$ cat src/rtl/psrwg_pkg.sv
// Shared types, command codes and register constants of the synthesizer word generator.
`default_nettype none

package psrwg_pkg;

    localparam int FREQ_W = 23;
    localparam int WORD_W = 32;

    typedef enum logic [1:0] {
        OP_FREQ  = 2'd0,
        OP_LEVEL = 2'd1,
        OP_INIT  = 2'd2,
        OP_NONE  = 2'd3
    } op_t;

    localparam logic [FREQ_W-1:0] FREQ_MIN = 23'd34375;
    localparam logic [FREQ_W-1:0] FREQ_MAX = 23'd4399999;

    localparam logic [WORD_W-1:0] REG4_RESET = 32'h00CC_803C;
    localparam logic [WORD_W-1:0] DIV_MASK   = 32'hFF8F_FFFF;
    localparam logic [WORD_W-1:0] LEVEL_MASK = 32'hFFFF_FFE7;

    // Reciprocals for exact division of the VCO figure by 10 and then by 1000.
    localparam logic [23:0] RECIP10    = 24'd6710887;
    localparam logic [19:0] RECIP1000  = 20'd536871;
    localparam logic [9:0]  FRAC_MOD   = 10'd1000;

    localparam logic [2:0] INIT_LAST = 3'd5;

    typedef struct packed {
        logic [1:0]        opcode;
        logic [FREQ_W-1:0] freq_khz;
        logic [1:0]        level;
    } cmd_t;

    typedef struct packed {
        op_t        op;
        logic [1:0] level;
        logic [2:0] code;
        logic       err;
        logic [8:0] ival;
        logic [9:0] fval;
    } calc_t;

    // Power-up sequence, register 5 first and register 0 last.
    function automatic logic [WORD_W-1:0] init_word(input logic [2:0] idx);
        logic [WORD_W-1:0] w;
        unique case (idx)
            3'd0:    w = 32'h0058_0005;
            3'd1:    w = REG4_RESET;
            3'd2:    w = 32'h0000_04B3;
            3'd3:    w = 32'h1B00_4E42;
            3'd4:    w = 32'h0800_E1A9;
            3'd5:    w = 32'h002C_0000;
            default: w = '0;
        endcase
        return w;
    endfunction

endpackage

`default_nettype wire

$ cat src/rtl/psrwg_cmd_if.sv
// Command channel: valid/ready handshake carrying one synthesizer command per beat.
`default_nettype none

interface psrwg_cmd_if;
    logic                          valid;
    logic                          ready;
    logic [1:0]                    opcode;
    logic [psrwg_pkg::FREQ_W-1:0]  freq_khz;
    logic [1:0]                    level;

    modport source (output valid, output opcode, output freq_khz, output level, input ready);
    modport sink   (input valid, input opcode, input freq_khz, input level, output ready);
endinterface

`default_nettype wire

$ cat src/rtl/psrwg_word_if.sv
// Result channel: valid/ready handshake carrying one control word per beat.
`default_nettype none

interface psrwg_word_if;
    logic                          valid;
    logic                          ready;
    logic [psrwg_pkg::WORD_W-1:0]  word;
    logic                          last;
    logic                          error;

    modport source (output valid, output word, output last, output error, input ready);
    modport sink   (input valid, input word, input last, input error, output ready);
endinterface

`default_nettype wire

$ cat src/rtl/psrwg_freq_calc.sv
// Three-stage pipeline deriving divider code, INT and FRAC from a command.
`default_nettype none

module psrwg_freq_calc (
    input  wire logic             clk,
    input  wire logic             rst_n,
    input  wire logic             in_valid,
    output logic                  in_ready,
    input  wire psrwg_pkg::cmd_t  in_cmd,
    output logic                  out_valid,
    input  wire logic             out_ready,
    output psrwg_pkg::calc_t      out_calc
);
    import psrwg_pkg::*;

    logic              s1_valid_reg, s2_valid_reg, s3_valid_reg;
    logic              s1_adv, s2_adv, s3_adv;

    op_t               s1_op_reg, s2_op_reg, s3_op_reg;
    logic [1:0]        s1_level_reg, s2_level_reg, s3_level_reg;
    logic [2:0]        s1_code_reg, s2_code_reg, s3_code_reg;
    logic              s1_err_reg, s2_err_reg, s3_err_reg;
    logic [FREQ_W-1:0] s1_vco_reg;
    logic [18:0]       s2_q10_reg, s3_q10_reg;
    logic [8:0]        s3_ival_reg;

    op_t               in_op;
    logic              in_err;
    logic [2:0]        in_code;
    logic [FREQ_W-1:0] in_vco;
    logic [46:0]       prod10;
    logic [38:0]       prod1000;
    logic [18:0]       int_scaled;
    logic [18:0]       frac_diff;

    assign s3_adv   = !s3_valid_reg || out_ready;
    assign s2_adv   = !s2_valid_reg || s3_adv;
    assign s1_adv   = !s1_valid_reg || s2_adv;
    assign in_ready = s1_adv;

    assign in_op  = op_t'(in_cmd.opcode);
    assign in_err = (in_cmd.freq_khz < FREQ_MIN) || (in_cmd.freq_khz > FREQ_MAX);

    // Octave search: each doubling of the range lowers the divider code by one.
    always_comb
    begin
        priority if (in_cmd.freq_khz >= 23'd2200000)
            in_code = 3'd0;
        else if (in_cmd.freq_khz >= 23'd1100000)
            in_code = 3'd1;
        else if (in_cmd.freq_khz >= 23'd550000)
            in_code = 3'd2;
        else if (in_cmd.freq_khz >= 23'd275000)
            in_code = 3'd3;
        else if (in_cmd.freq_khz >= 23'd137500)
            in_code = 3'd4;
        else if (in_cmd.freq_khz >= 23'd68750)
            in_code = 3'd5;
        else
            in_code = 3'd6;
    end

    assign in_vco = in_cmd.freq_khz << in_code;

    assign prod10     = 47'(s1_vco_reg) * 47'(RECIP10);
    assign prod1000   = 39'(s2_q10_reg) * 39'(RECIP1000);
    assign int_scaled = 19'(s3_ival_reg) * 19'(FRAC_MOD);
    assign frac_diff  = s3_q10_reg - int_scaled;

    always_ff @(posedge clk or negedge rst_n)
    begin
        if (!rst_n)
        begin
            s1_valid_reg <= 1'b0;
            s2_valid_reg <= 1'b0;
            s3_valid_reg <= 1'b0;
        end
        else
        begin
            if (s1_adv)
                s1_valid_reg <= in_valid && (in_op != OP_NONE);
            if (s2_adv)
                s2_valid_reg <= s1_valid_reg;
            if (s3_adv)
                s3_valid_reg <= s2_valid_reg;
        end
    end

    always_ff @(posedge clk)
    begin
        if (s1_adv)
        begin
            s1_op_reg    <= in_op;
            s1_level_reg <= in_cmd.level;
            s1_code_reg  <= in_code;
            s1_err_reg   <= in_err;
            s1_vco_reg   <= in_vco;
        end
        if (s2_adv)
        begin
            s2_op_reg    <= s1_op_reg;
            s2_level_reg <= s1_level_reg;
            s2_code_reg  <= s1_code_reg;
            s2_err_reg   <= s1_err_reg;
            s2_q10_reg   <= prod10[44:26];
        end
        if (s3_adv)
        begin
            s3_op_reg    <= s2_op_reg;
            s3_level_reg <= s2_level_reg;
            s3_code_reg  <= s2_code_reg;
            s3_err_reg   <= s2_err_reg;
            s3_q10_reg   <= s2_q10_reg;
            s3_ival_reg  <= prod1000[37:29];
        end
    end

    assign out_valid      = s3_valid_reg;
    assign out_calc.op    = s3_op_reg;
    assign out_calc.level = s3_level_reg;
    assign out_calc.code  = s3_code_reg;
    assign out_calc.err   = s3_err_reg;
    assign out_calc.ival  = s3_ival_reg;
    assign out_calc.fval  = frac_diff[9:0];

endmodule

`default_nettype wire

$ cat src/rtl/pll_synth_register_word_generator_core.sv
// Top level: turns synthesizer commands into a stream of 32-bit control words.
//
// Commands arrive on cmd, one per beat; control words leave on res, one per beat,
// with last set on the final word of each command and error set on the single
// all-zero word that answers an out-of-range frequency request.
// A frequency command yields register 4 then register 0, a level command yields
// register 4, an init command yields the six power-up words R5 down to R0.
// Opcode 3 is accepted and dropped without any output.
// The first word of a command passes three pipeline stages, which compute the
// divider code, INT and FRAC, then a word sequencer that feeds the output
// register. The sequencer issues one word per cycle while the receiver takes
// words, so a command holds it for one, two or six words; commands queue
// behind it in the pipeline, and a new command is taken every cycle while
// space remains. When the receiver stalls, the output register holds its word
// and the pipeline fills up before cmd.ready falls.
// Reset empties the pipeline and sets the register 4 shadow to its power-up value.
`default_nettype none

module pll_synth_register_word_generator_core (
    input  wire logic   clk,
    input  wire logic   rst_n,
    psrwg_cmd_if.sink   cmd,
    psrwg_word_if.source res
);
    import psrwg_pkg::*;

    cmd_t              in_cmd;
    logic              calc_valid;
    logic              calc_ready;
    calc_t             calc;

    logic              em_valid_reg;
    logic [2:0]        em_idx_reg;
    op_t               em_op_reg;
    logic [1:0]        em_level_reg;
    logic [2:0]        em_code_reg;
    logic              em_err_reg;
    logic [WORD_W-1:0] em_r0_reg;

    logic [WORD_W-1:0] shadow_reg;
    logic [WORD_W-1:0] shadow_next;
    logic              shadow_wr;

    logic              out_valid_reg;
    logic [WORD_W-1:0] out_word_reg;
    logic              out_last_reg;
    logic              out_error_reg;

    logic              emit_go;
    logic [WORD_W-1:0] em_word;
    logic              em_last;
    logic              em_error;

    assign in_cmd.opcode   = cmd.opcode;
    assign in_cmd.freq_khz = cmd.freq_khz;
    assign in_cmd.level    = cmd.level;

    psrwg_freq_calc u_calc (
        .clk       (clk),
        .rst_n     (rst_n),
        .in_valid  (cmd.valid),
        .in_ready  (cmd.ready),
        .in_cmd    (in_cmd),
        .out_valid (calc_valid),
        .out_ready (calc_ready),
        .out_calc  (calc)
    );

    assign emit_go    = em_valid_reg && (!out_valid_reg || res.ready);
    assign calc_ready = !em_valid_reg || (emit_go && em_last);

    // Word selection for the current sequencer step; register 4 edits go
    // through the shadow so that each command sees the previous one's result.
    always_comb
    begin
        em_word     = '0;
        em_last     = 1'b1;
        em_error    = 1'b0;
        shadow_next = shadow_reg;
        shadow_wr   = 1'b0;
        unique case (em_op_reg)
            OP_FREQ:
            begin
                if (em_err_reg)
                    em_error = 1'b1;
                else if (em_idx_reg == 3'd0)
                begin
                    shadow_next = (shadow_reg & DIV_MASK) | (32'(em_code_reg) << 20);
                    shadow_wr   = 1'b1;
                    em_word     = shadow_next;
                    em_last     = 1'b0;
                end
                else
                    em_word = em_r0_reg;
            end
            OP_LEVEL:
            begin
                shadow_next = (shadow_reg & LEVEL_MASK) | (32'(em_level_reg) << 3);
                shadow_wr   = 1'b1;
                em_word     = shadow_next;
            end
            OP_INIT:
            begin
                shadow_next = REG4_RESET;
                shadow_wr   = 1'b1;
                em_word     = init_word(em_idx_reg);
                em_last     = (em_idx_reg == INIT_LAST);
            end
            OP_NONE:
            begin
                em_word = '0;
            end
        endcase
    end

    always_ff @(posedge clk or negedge rst_n)
    begin
        if (!rst_n)
        begin
            em_valid_reg  <= 1'b0;
            em_idx_reg    <= 3'd0;
            em_op_reg     <= OP_NONE;
            out_valid_reg <= 1'b0;
            shadow_reg    <= REG4_RESET;
        end
        else
        begin
            if (calc_ready)
            begin
                em_valid_reg <= calc_valid;
                em_idx_reg   <= 3'd0;
                em_op_reg    <= calc.op;
            end
            else if (emit_go)
                em_idx_reg <= em_idx_reg + 3'd1;

            if (emit_go)
                out_valid_reg <= 1'b1;
            else if (res.ready)
                out_valid_reg <= 1'b0;

            if (emit_go && shadow_wr)
                shadow_reg <= shadow_next;
        end
    end

    always_ff @(posedge clk)
    begin
        if (calc_ready)
        begin
            em_level_reg <= calc.level;
            em_code_reg  <= calc.code;
            em_err_reg   <= calc.err;
            em_r0_reg    <= (32'(calc.ival) << 15) | (32'(calc.fval) << 3);
        end
        if (emit_go)
        begin
            out_word_reg  <= em_word;
            out_last_reg  <= em_last;
            out_error_reg <= em_error;
        end
    end

    assign res.valid = out_valid_reg;
    assign res.word  = out_word_reg;
    assign res.last  = out_last_reg;
    assign res.error = out_error_reg;

endmodule

`default_nettype wire
$ cat src/flat_wrapper.sv
// flat-port wrapper written by rule: the top's interface ports become plain ports
module pll_synth_register_word_generator_core_flat import psrwg_pkg::*;
  (clk, rst_n, cmd_valid, cmd_opcode, cmd_freq_khz, cmd_level, cmd_ready, res_valid, res_word, res_last, res_error, res_ready);
  psrwg_cmd_if cmd_i ();
  psrwg_word_if res_i ();
  input  wire logic clk;
  input  wire logic rst_n;
  input wire logic [$bits(cmd_i.valid)-1:0] cmd_valid;
  input wire logic [$bits(cmd_i.opcode)-1:0] cmd_opcode;
  input wire logic [$bits(cmd_i.freq_khz)-1:0] cmd_freq_khz;
  input wire logic [$bits(cmd_i.level)-1:0] cmd_level;
  output wire logic [$bits(cmd_i.ready)-1:0] cmd_ready;
  output wire logic [$bits(res_i.valid)-1:0] res_valid;
  output wire logic [$bits(res_i.word)-1:0] res_word;
  output wire logic [$bits(res_i.last)-1:0] res_last;
  output wire logic [$bits(res_i.error)-1:0] res_error;
  input wire logic [$bits(res_i.ready)-1:0] res_ready;
  assign cmd_i.valid = cmd_valid;
  assign cmd_i.opcode = cmd_opcode;
  assign cmd_i.freq_khz = cmd_freq_khz;
  assign cmd_i.level = cmd_level;
  assign cmd_ready = cmd_i.ready;
  assign res_valid = res_i.valid;
  assign res_word = res_i.word;
  assign res_last = res_i.last;
  assign res_error = res_i.error;
  assign res_i.ready = res_ready;
  pll_synth_register_word_generator_core u_core (.clk(clk), .rst_n(rst_n), .cmd(cmd_i), .res(res_i));
endmodule
$ cat config.mk
export PLATFORM = sky130hd
export DESIGN_NAME = pll_synth_register_word_generator_core_flat
export DESIGN_NICKNAME = d
export VERILOG_FILES = /design/src/rtl/psrwg_pkg.sv /design/src/rtl/psrwg_cmd_if.sv /design/src/rtl/psrwg_word_if.sv /design/src/rtl/psrwg_freq_calc.sv /design/src/rtl/pll_synth_register_word_generator_core.sv /design/src/flat_wrapper.sv
export SDC_FILE = /design/constraint.sdc
export NUM_CORES = 1
export LEC_CHECK = 0
export ABC_AREA = 1
export BUFFER_PORTS_ARGS = -buffer_cell sky130_fd_sc_hd__buf_2
export CORE_MARGIN = 5
export CORE_UTILIZATION = 55
export DETAILED_ROUTE_END_ITERATION = 6
export MAX_ROUTING_LAYER = met4
export PLACE_DENSITY_LB_ADDON = 0.08
export REMOVE_ABC_BUFFERS = 1
export SLEW_MARGIN = 20
export SYNTH_ARGS = -nofsm -noshare
export SYNTH_HDL_FRONTEND = slang
export SYNTH_SLANG_ARGS = --single-unit
$ cat constraint.sdc
create_clock -name clk -period 14.8 [get_ports clk]
set_clock_uncertainty 0.1 [all_clocks]
set_input_delay 2.96 -clock clk [delete_from_list [all_inputs] [get_ports clk]]
set_output_delay 2.96 -clock clk [all_outputs]
set_load 0.03 [all_outputs]
==> results of run 1 <==
==> cell type report <==
| cell class | count | share of cell area |
|---|---|---|
| inverters | 733 | 0.1081 |
| multi-input cells | 1658 | 0.6117 |
| well taps | 585 | 0.02876 |
| clock inverters | 15 | 0.008554 |
| clock buffers | 17 | 0.01671 |
| flip-flops and latches | 186 | 0.2117 |
| repair buffers | 71 | 0.01445 |
==> cells in the final DEF (no fill, tap or decap), types with 15 or more instances in the layout <==
master and instances:
nand2_1 298, o21ai_0 78, a21oi_1 83, edfxtp_1 144
dfrtp_1 31, fa_1 286, nor3_1 15, clkbuf_16 17
xnor2_1 17, a31oi_1 19, buf_2 66, nand3_1 139
ha_1 396, nor2_1 152, xor2_1 37, inv_1 723
==> per-stage QoR <==
stage | setup WS [ns] | cells | hold WS (ns) | utilization | instance area (um2)
floorplan | 5.637 | 2577 | 0.3003 | - | 23700
global placement | 6.333 | 3233 | 0.3018 | 0.5771 | 24810
detailed placement | 6.270 | 3233 | 0.3052 | 0.5771 | 24810
CTS | 6.254 | 3265 | 0.3142 | 0.5921 | 25450
global route | 5.790 | 3265 | 0.3225 | 0.5922 | 25450
finish | 6.072 | 3265 | 0.3131 | 0.5922 | 25450
==> per-layer routing <==
| layer | vias up | wire length (um) |
|---|---|---|
| met1 | 8324 | 24740 |
| li1 | 8321 | - |
| met2 | 260 | 29950 |
| met3 | 71 | 1315 |
| met4 | 0 | 1102 |
| met5 | - | 0 |
==> worst max-delay path by stage <==
| stage | from | to | slack, ns |
|---|---|---|---|
| finish | res_ready | cmd_ready | 6.07 |
| global route | res_ready | cmd_ready | 5.79 |
| global placement | res_ready | cmd_ready | 6.33 |
| detailed placement | res_ready | cmd_ready | 6.27 |
| floorplan | res_ready | cmd_ready | 5.64 |
| CTS | res_ready | cmd_ready | 6.25 |
==> kinds of logic after synthesis <==
kind of cell             Yosys count
adder cells (fa/ha/maj)          682
AND/OR/NAND/NOR                  655
multiplexers                       1
AO/OA/AOI/OAI                    266
flip-flops                       186
buffers and inverters            759
XOR/XNOR                          54
==> results.json, run 1 <==
{
  "overflow": 0,
  "h-tree-depth": 4,
  "path_cells": "buf_2, nor2_1, o21ai_2, buf_4, nor2_1, clkinv_1, nor2_1, nand2_1, buf_4, buf_2",
  "ys_seq_elements": 186,
  "cts_buffers": 17,
  "die_w_um": 218.2,
  "grt_pass1_vias": 17810,
  "synthSimpleGateAreaFrac": 0.1178,
  "worst-path-buf-inv": 5,
  "synth-compound-area-share": 0.06640,
  "routedWlPerCell_um": 17.49,
  "drt-initial-drc-count": 867,
  "holdPathEnd": "u_core.em_code_reg[0]",
  "synth-async-reset-ratio": 0.2258,
  "drtPass1Iterations": 5,
  "rows": 76,
  "seqCellArea_um2": 5389,
  "synth.top_cell.area_share": 0.2402,
  "setup_viol": 0,
  "postCtsSetupBuffers": 0,
  "status": "complete, no violations",
  "yosys_warnings": 0,
  "drc": 0,
  "crit_top_cell": "nor2_1",
  "io_pins": 67,
  "die_h_um": 218.2,
  "cts_buffer_depth": 2,
  "start_kind": "input port",
  "dp_hpwl_mm": 49.89,
  "path_class": "in -> out",
  "ys_types": 54,
  "fin_crit_ns": 8.728,
  "max_slew_margin": 0.3178,
  "cp.arrival_ns": 5.67,
  "required_ns": 11.74,
  "syn_inst": 2603,
  "grt_max_degree": 43,
  "worst_path_max_delay_cell": "clkinv_1",
  "clock_latency_ns": 0.46,
  "r2r_start": "u_core.u_calc.s1_vco_reg[8]",
  "synth-adder-area-share": 0.4481,
  "path_depth": 10,
  "post_cts_resized": 0,
  "min_from": "u_core.u_calc.s3_code_reg[0]",
  "fin_crit_sh": 0.5898,
  "vias": 16980,
  "cts_hold_buf": 0,
  "hold_viol": 0,
  "port_buffers": 66,
  "drive_gt1_frac": 0.05858,
  "synth_area_um2": 23840,
  "fin_nets": 3380,
  "reg2regPathDepth": 22,
  "worstPathMaxFanout": 33,
  "dieArea_um2": 47600,
  "ys_top_cells_by_area": "fa_1 (24%), ha_1 (21%), edfxtp_1 (18%)",
  "area_growth_pct": 6.782,
  "ys_seq_area_frac": 0.2261,
  "setup_tns_ns": 0,
  "gp_congestion": 0.9907,
  "cap_violations": 0,
  "fillerInstances": 3923,
  "root_buffer": "clkbuf_16",
  "diodes": 0,
  "clock_sinks": 186,
  "ff2ff_setup_slack_ns": 8.22,
  "slowest_delay_ns": 0.79,
  "gr-usage-met3": 0.02577,
  "holdPathStages": 0,
  "grt_setup_unrepaired": "false",
  "ant_nets": 0,
  "synth_top_family_by_area": "adder cells",
  "coreArea_um2": 42980,
  "grt_use_met1": 0.3224,
  "synth_area_leader_cell": "fa_1",
  "synthMuxAreaShare": 0.0004724,
  "synth_xor_area_frac": 0.01984,
  "min_path_type": "reg -> reg",
  "met2_usage": 0.4495,
  "antenna_found_initial": 0,
  "avgSynthCellArea_um2": 9.157,
  "via_per_inst": 5.199,
  "drt_wl_total_mm": 57.10,
  "synth.most_common_cell": "inv_1",
  "worstMarginPinSlew_ns": 1.017,
  "grt_pass1_wl_mm": 92.60,
  "critPathTopFamily": "buffers and inverters",
  "clkTransAtPathRegs_ns": 0.08,
  "r2r_end": "u_core.u_calc.s2_q10_reg[12]",
  "grt_most_used_layer": "met2",
  "multi_input_comb_area_um2": 15570,
  "end_kind": "primary output",
  "grtUsageTotal": 0.2551,
  "slew_violations": 0,
  "synthTopCellsByCount": "inv_1 (725), ha_1 (396), nand2_1 (298)",
  "cts_tree": "yes",
  "start_util": 0.5546,
  "synth_edf_count": 144,
  "synthFlopType": "edfxtp_1",
  "fmax_mhz": 114.6
}
Power of run 1 is not shown: default switching activity piles up to over one toggle a cycle in this logic, so the estimate is an artifact.
==> run 2, diff against run 1 <==
Clock period 14.8 ns to 9.1 ns, I/O delays scaled along.
==> run 2 against run 1 <==
Global-route usage increased by 1.1 points. Die area unchanged. First-iteration DRC count increased by 4.7%. Critical path type is now reg -> reg. Critical endpoint is now u_core.u_calc.s2_q10_reg[12]. Highest routed layer unchanged.
==> results.json, run 2 (same netlist as run 1, synthesis figures left out) <==
{
  "grt_setup_unrepaired": "false",
  "dp_hpwl_mm": 52.01,
  "fillerInstances": 3924,
  "worstPathMaxFanout": 5,
  "start_util": 0.5546,
  "max_slew_margin": 0.3441,
  "die_w_um": 218.2,
  "vias": 17030,
  "critPathTopFamily": "adder cells",
  "r2r_start": "u_core.u_calc.s1_vco_reg[9]",
  "fmax_mhz": 155.5,
  "gp_congestion": 1.016,
  "drt_wl_total_mm": 59.38,
  "setup_tns_ns": 0,
  "cap_violations": 0,
  "area_growth_pct": 6.856,
  "root_buffer": "clkbuf_16",
  "cts_hold_buf": 0,
  "worst_path_max_delay_cell": "fa_1",
  "hold_viol": 0,
  "status": "complete, no violations",
  "grt_pass1_wl_mm": 95.61,
  "fin_nets": 3382,
  "rows": 76,
  "drive_gt1_frac": 0.05928,
  "worst-path-buf-inv": 7,
  "drt-initial-drc-count": 908,
  "grtUsageTotal": 0.2663,
  "post_cts_resized": 0,
  "start_kind": "flop",
  "timing.hold.ws_ns": 0.3138,
  "ant_nets": 0,
  "required_ns": 9.22,
  "final_common_cell": "inv_1",
  "slowest_delay_ns": 0.56,
  "holdPathStages": 0,
  "min_path_type": "reg -> reg",
  "drc": 0,
  "dieArea_um2": 47600,
  "end_kind": "flop",
  "clock_latency_ns": 0.47,
  "port_buffers": 66,
  "h-tree-depth": 4,
  "grt_pass1_vias": 18030,
  "seqCellArea_um2": 5389,
  "ff2ff_setup_slack_ns": 2.67,
  "multi_input_comb_area_um2": 15570,
  "path_class": "reg -> reg",
  "reg2regPathDepth": 25,
  "fin_ws_ns": 2.670,
  "clkTransAtPathRegs_ns": 0.08,
  "cts_buffer_depth": 2,
  "diodes": 0,
  "overflow": 0,
  "io_pins": 67,
  "fin_crit_ns": 6.430,
  "cts_tree": "yes",
  "drtPass1Iterations": 5,
  "setup_viol": 0,
  "crit_top_cell": "inv_1",
  "holdPathEnd": "u_core.u_calc.s3_code_reg[0]",
  "routedWlPerCell_um": 18.17,
  "clock_sinks": 186,
  "final_cell_mix": "inv_1 (725), ha_1 (396), nand2_1 (298)",
  "min_from": "u_core.u_calc.s2_code_reg[0]",
  "cp.arrival_ns": 6.55,
  "dpl_worst_slack_ns": 2.687,
  "coreArea_um2": 42980,
  "fin_util": 0.5926,
  "cts_buffers": 17,
  "slew_violations": 0,
  "die_h_um": 218.2,
  "antenna_found_initial": 0,
  "postCtsSetupBuffers": 0,
  "worstMarginPinSlew_ns": 0.9815,
  "via_per_inst": 5.212,
  "grt_max_degree": 43,
  "r2r_end": "u_core.u_calc.s2_q10_reg[12]",
  "fin_crit_sh": 0.7066
}
[run 2: changes by cell type in the layout (fill, tap and decap cells not counted)]
cell      before  now
inv_12         5    4
clkinv_1       2    0
buf_4          5    8
inv_1        723  725
clkinv_8       5    6
inv_6          2    4
buf_2         66   65
clkinv_4       2    0
[run 2: routing by layer]
layer,share of wire,track usage
met2,0.51,0.4619
met1,0.42,0.3222
met4,0.042,0.1030
met5,0,-
met3,0.027,0.02867
[run 2: final cells by class]
type                       instances  area share
timing repair buffer              73     0.01513
inverter                         733      0.1080
sequential                       186      0.2116
clock inverter                    15    0.008548
clock buffer                      17     0.01670
tap                              585     0.02874
multi-input combinational       1658      0.6113
[run 2: how the worst max path moves through the flow]
| stage | start | endpoint | slack, ns | cells past startpoint |
|---|---|---|---|---|
| 2_1_floorplan | res_ready | cmd_ready | 2.22 | 6 |
| 3_3_place_gp | u_core.u_calc.s1_vco_reg[8] | u_core.u_calc.s2_q10_reg[12] | 2.76 | 22 |
| 3_5_place_dp | u_core.u_calc.s1_vco_reg[8] | u_core.u_calc.s2_q10_reg[12] | 2.69 | 22 |
| 4_1_cts | u_core.u_calc.s1_vco_reg[9] | u_core.u_calc.s2_q10_reg[12] | 2.67 | 25 |
| 5_1_grt | u_core.u_calc.s1_vco_reg[9] | u_core.u_calc.s2_q10_reg[16] | 2.22 | 25 |
| 6_report | u_core.u_calc.s1_vco_reg[9] | u_core.u_calc.s2_q10_reg[12] | 2.67 | 25 |
[run 2: stage by stage]
stage	std cells	cell area (um2)
after floorplan	2577	23700
after global placement	3235	24820
after detailed placement	3235	24820
after CTS	3267	25460
after global routing	3267	25470
final	3267	25470
Power of run 2 is left out for the same reason.
==> run 3, diff against run 2 <==
Settings changed: ABC_AREA 1 to 0.
Clock period 9.1 ns to 5.5 ns, I/O delays scaled along.
==> run 3 against run 2 <==
The flow now finishes with violations (setup timing). Design area is 6.7% higher. Critical endpoint is now u_core.u_calc.s2_q10_reg[13]. Clock-buffer cell count is 1 higher. Utilization is 7.1 points higher. Critical path type unchanged. Largest cell class unchanged.
==> results.json, run 3 <==
{
  "status": "finished with violations",
  "grt_max_degree": 43,
  "grt_setup_unrepaired": "true",
  "area_growth_pct": 19.34,
  "io_pins": 67,
  "grt_pass1_wl_mm": 99.61,
  "cts_buffers": 17,
  "fillerInstances": 3290,
  "synth_edf_count": 144,
  "avgSynthCellArea_um2": 10.46,
  "synth-async-reset-ratio": 0.2258,
  "fin_crit_sh": 1.180,
  "cap_violations": 0,
  "synth.top_cell.area_share": 0.2515,
  "start_util": 0.5562,
  "root_buffer": "clkbuf_16",
  "final_common_cell": "inv_1",
  "drt_wl_total_mm": 63.25,
  "clock_latency_ns": 0.48,
  "fmax_mhz": 154.1,
  "cp-startpoint": "u_core.u_calc.s1_vco_reg[13]",
  "slew_violations": 0,
  "end_kind": "flop",
  "setup_viol": 26,
  "final_cell_mix": "inv_1 (567), ha_1 (367), fa_1 (272)",
  "port_buffers": 66,
  "die_w_um": 213.4,
  "grt_pass1_vias": 17780,
  "worstMarginPinSlew_ns": 1.036,
  "seqCellArea_um2": 5389,
  "synth_area_um2": 22760,
  "synth.most_common_cell": "inv_1",
  "ys_top_cells_by_area": "fa_1 (25%), ha_1 (22%), edfxtp_1 (19%)",
  "clkTransAtPathRegs_ns": 0.08,
  "multi_input_comb_area_um2": 15780,
  "min_path_type": "reg -> reg",
  "setup_tns_ns": -15.94,
  "dp_hpwl_mm": 52.68,
  "coreArea_um2": 40920,
  "fin_ws_ns": -0.9886,
  "diodes": 0,
  "path_class": "reg -> reg",
  "h-tree-depth": 4,
  "required_ns": 5.63,
  "yosys_warnings": 0,
  "clock_sinks": 186,
  "ys_types": 79,
  "drc": 0,
  "gp_congestion": 1.014,
  "ant_nets": 0,
  "die_h_um": 213.4,
  "antenna_found_initial": 1,
  "via_per_inst": 5.440,
  "worstPathMaxFanout": 4,
  "ys_seq_area_frac": 0.2368,
  "overflow": 0,
  "crit_end": "u_core.u_calc.s2_q10_reg[13]",
  "r2r_end": "u_core.u_calc.s2_q10_reg[13]",
  "drtPass1Iterations": 5,
  "cts_buffer_depth": 2,
  "syn_inst": 2177,
  "violations": "setup timing",
  "drt-initial-drc-count": 881,
  "dpl_cell_area_um2": 25380,
  "fin_nets": 3209,
  "reg2regPathDepth": 22,
  "grtUsageTotal": 0.2977,
  "dieArea_um2": 45550,
  "synth_area_leader_cell": "fa_1",
  "start_kind": "flop",
  "vias": 16540,
  "synthTopCellsByCount": "inv_1 (592), ha_1 (396), fa_1 (286)",
  "cts_tree": "yes",
  "fin_crit_ns": 6.489,
  "hold_viol": 0,
  "r2r_start": "u_core.u_calc.s1_vco_reg[13]",
  "rows": 74,
  "max_slew_margin": 0.3081,
  "routedWlPerCell_um": 20.80,
  "drive_gt1_frac": 0.2152,
  "ys_seq_elements": 186,
  "ff2ff_setup_slack_ns": -0.99,
  "design_area_um2": 27160,
  "cp.arrival_ns": 6.62,
  "synthFlopType": "edfxtp_1"
}
run 3: cell count changes after synthesis, sizes merged, moves of 13 or more:
cell    delta
nor2b     +13
o21ai     -41
inv      -140
nor3      +17
nor2     -116
nand2    -226
and2      +35
clkbuf    +26
mux2i     +22
nand3    -116
run 3: how the worst min path moves through the flow:
stage	start	endpoint	slack, ns	cells past startpoint
finish	u_core.u_calc.s3_level_reg[1]	u_core.em_level_reg[1]	0.32	0
global route	u_core.u_calc.s3_level_reg[0]	u_core.em_level_reg[0]	0.33	0
CTS	u_core.u_calc.s3_err_reg	u_core.em_err_reg	0.32	0
detailed placement	u_core.u_calc.s3_ival_reg[8]	u_core.em_r0_reg[23]	0.31	0
global placement	u_core.u_calc.s3_ival_reg[7]	u_core.em_r0_reg[22]	0.30	0
floorplan	u_core.u_calc.s3_code_reg[0]	u_core.em_code_reg[0]	0.30	0
run 3: metal layers:
layer	up-vias	track usage	routed length, um
li1	7776	-	-
met1	8277	0.3740	26870
met2	402	0.5139	32210
met3	87	0.03072	2188
met4	0	0.09035	1975
met5	-	-	0
run 3: cell type report:
class                           instances  area share
Inverter                              594     0.08235
Multi-Input combinational cell       1353      0.5807
Sequential cell                       186      0.1984
Timing Repair Buffer                  344     0.09157
Clock buffer                           18     0.01580
Clock inverter                         14    0.006679
Tap cell                              532     0.02450
run 3: logic make-up after synthesis:
group | count (synthesis) | share of synthesized area
fa+ha+maj | 682 | 0.4692
flops | 186 | 0.2368
simple gates | 311 | 0.07075
xor+xnor | 54 | 0.02078
compound gates | 279 | 0.08366
mux | 27 | 0.01248
buf+inv | 638 | 0.1064
run 3: critical path: stages (launching register included):
cell and delay, ns:
edfxtp_1 0.49, ha_4 0.28, fa_1 0.53, inv_1 0.05, fa_1 0.50, inv_1 0.05
fa_1 0.46, fa_1 0.49, fa_1 0.49, inv_1 0.05, fa_1 0.53, inv_1 0.04
ha_1 0.28, a222oi_1 0.32, o211ai_1 0.16, a221oi_2 0.24, buf_4 0.18, nand4bb_4 0.14
a221oi_2 0.28, buf_4 0.22, o31ai_4 0.08, a21oi_2 0.21, xnor2_2 0.09
run 3: timing repair:
item / in CTS / in global routing
resized for setup: 153 / 33
pin swaps: 129 / 43
hold buffers: 0 / 0
endpoints found under the setup margin: 28 / 28
setup buffers: 35 / 10
run 3: stage by stage:
step                      setup WS [ns]  utilization  hold WS, ns  cells
final                           -0.9886       0.6638       0.3215   3041
after global routing             -1.207       0.6638       0.3308   3041
after CTS                       -0.9405       0.6590       0.3231   3032
after detailed placement         -1.362       0.6201       0.3056   2968
after global placement           -1.288       0.6198       0.3011   2968
after floorplan                  -1.214            -       0.3003   2133
Power of run 3 is left out for the same reason.
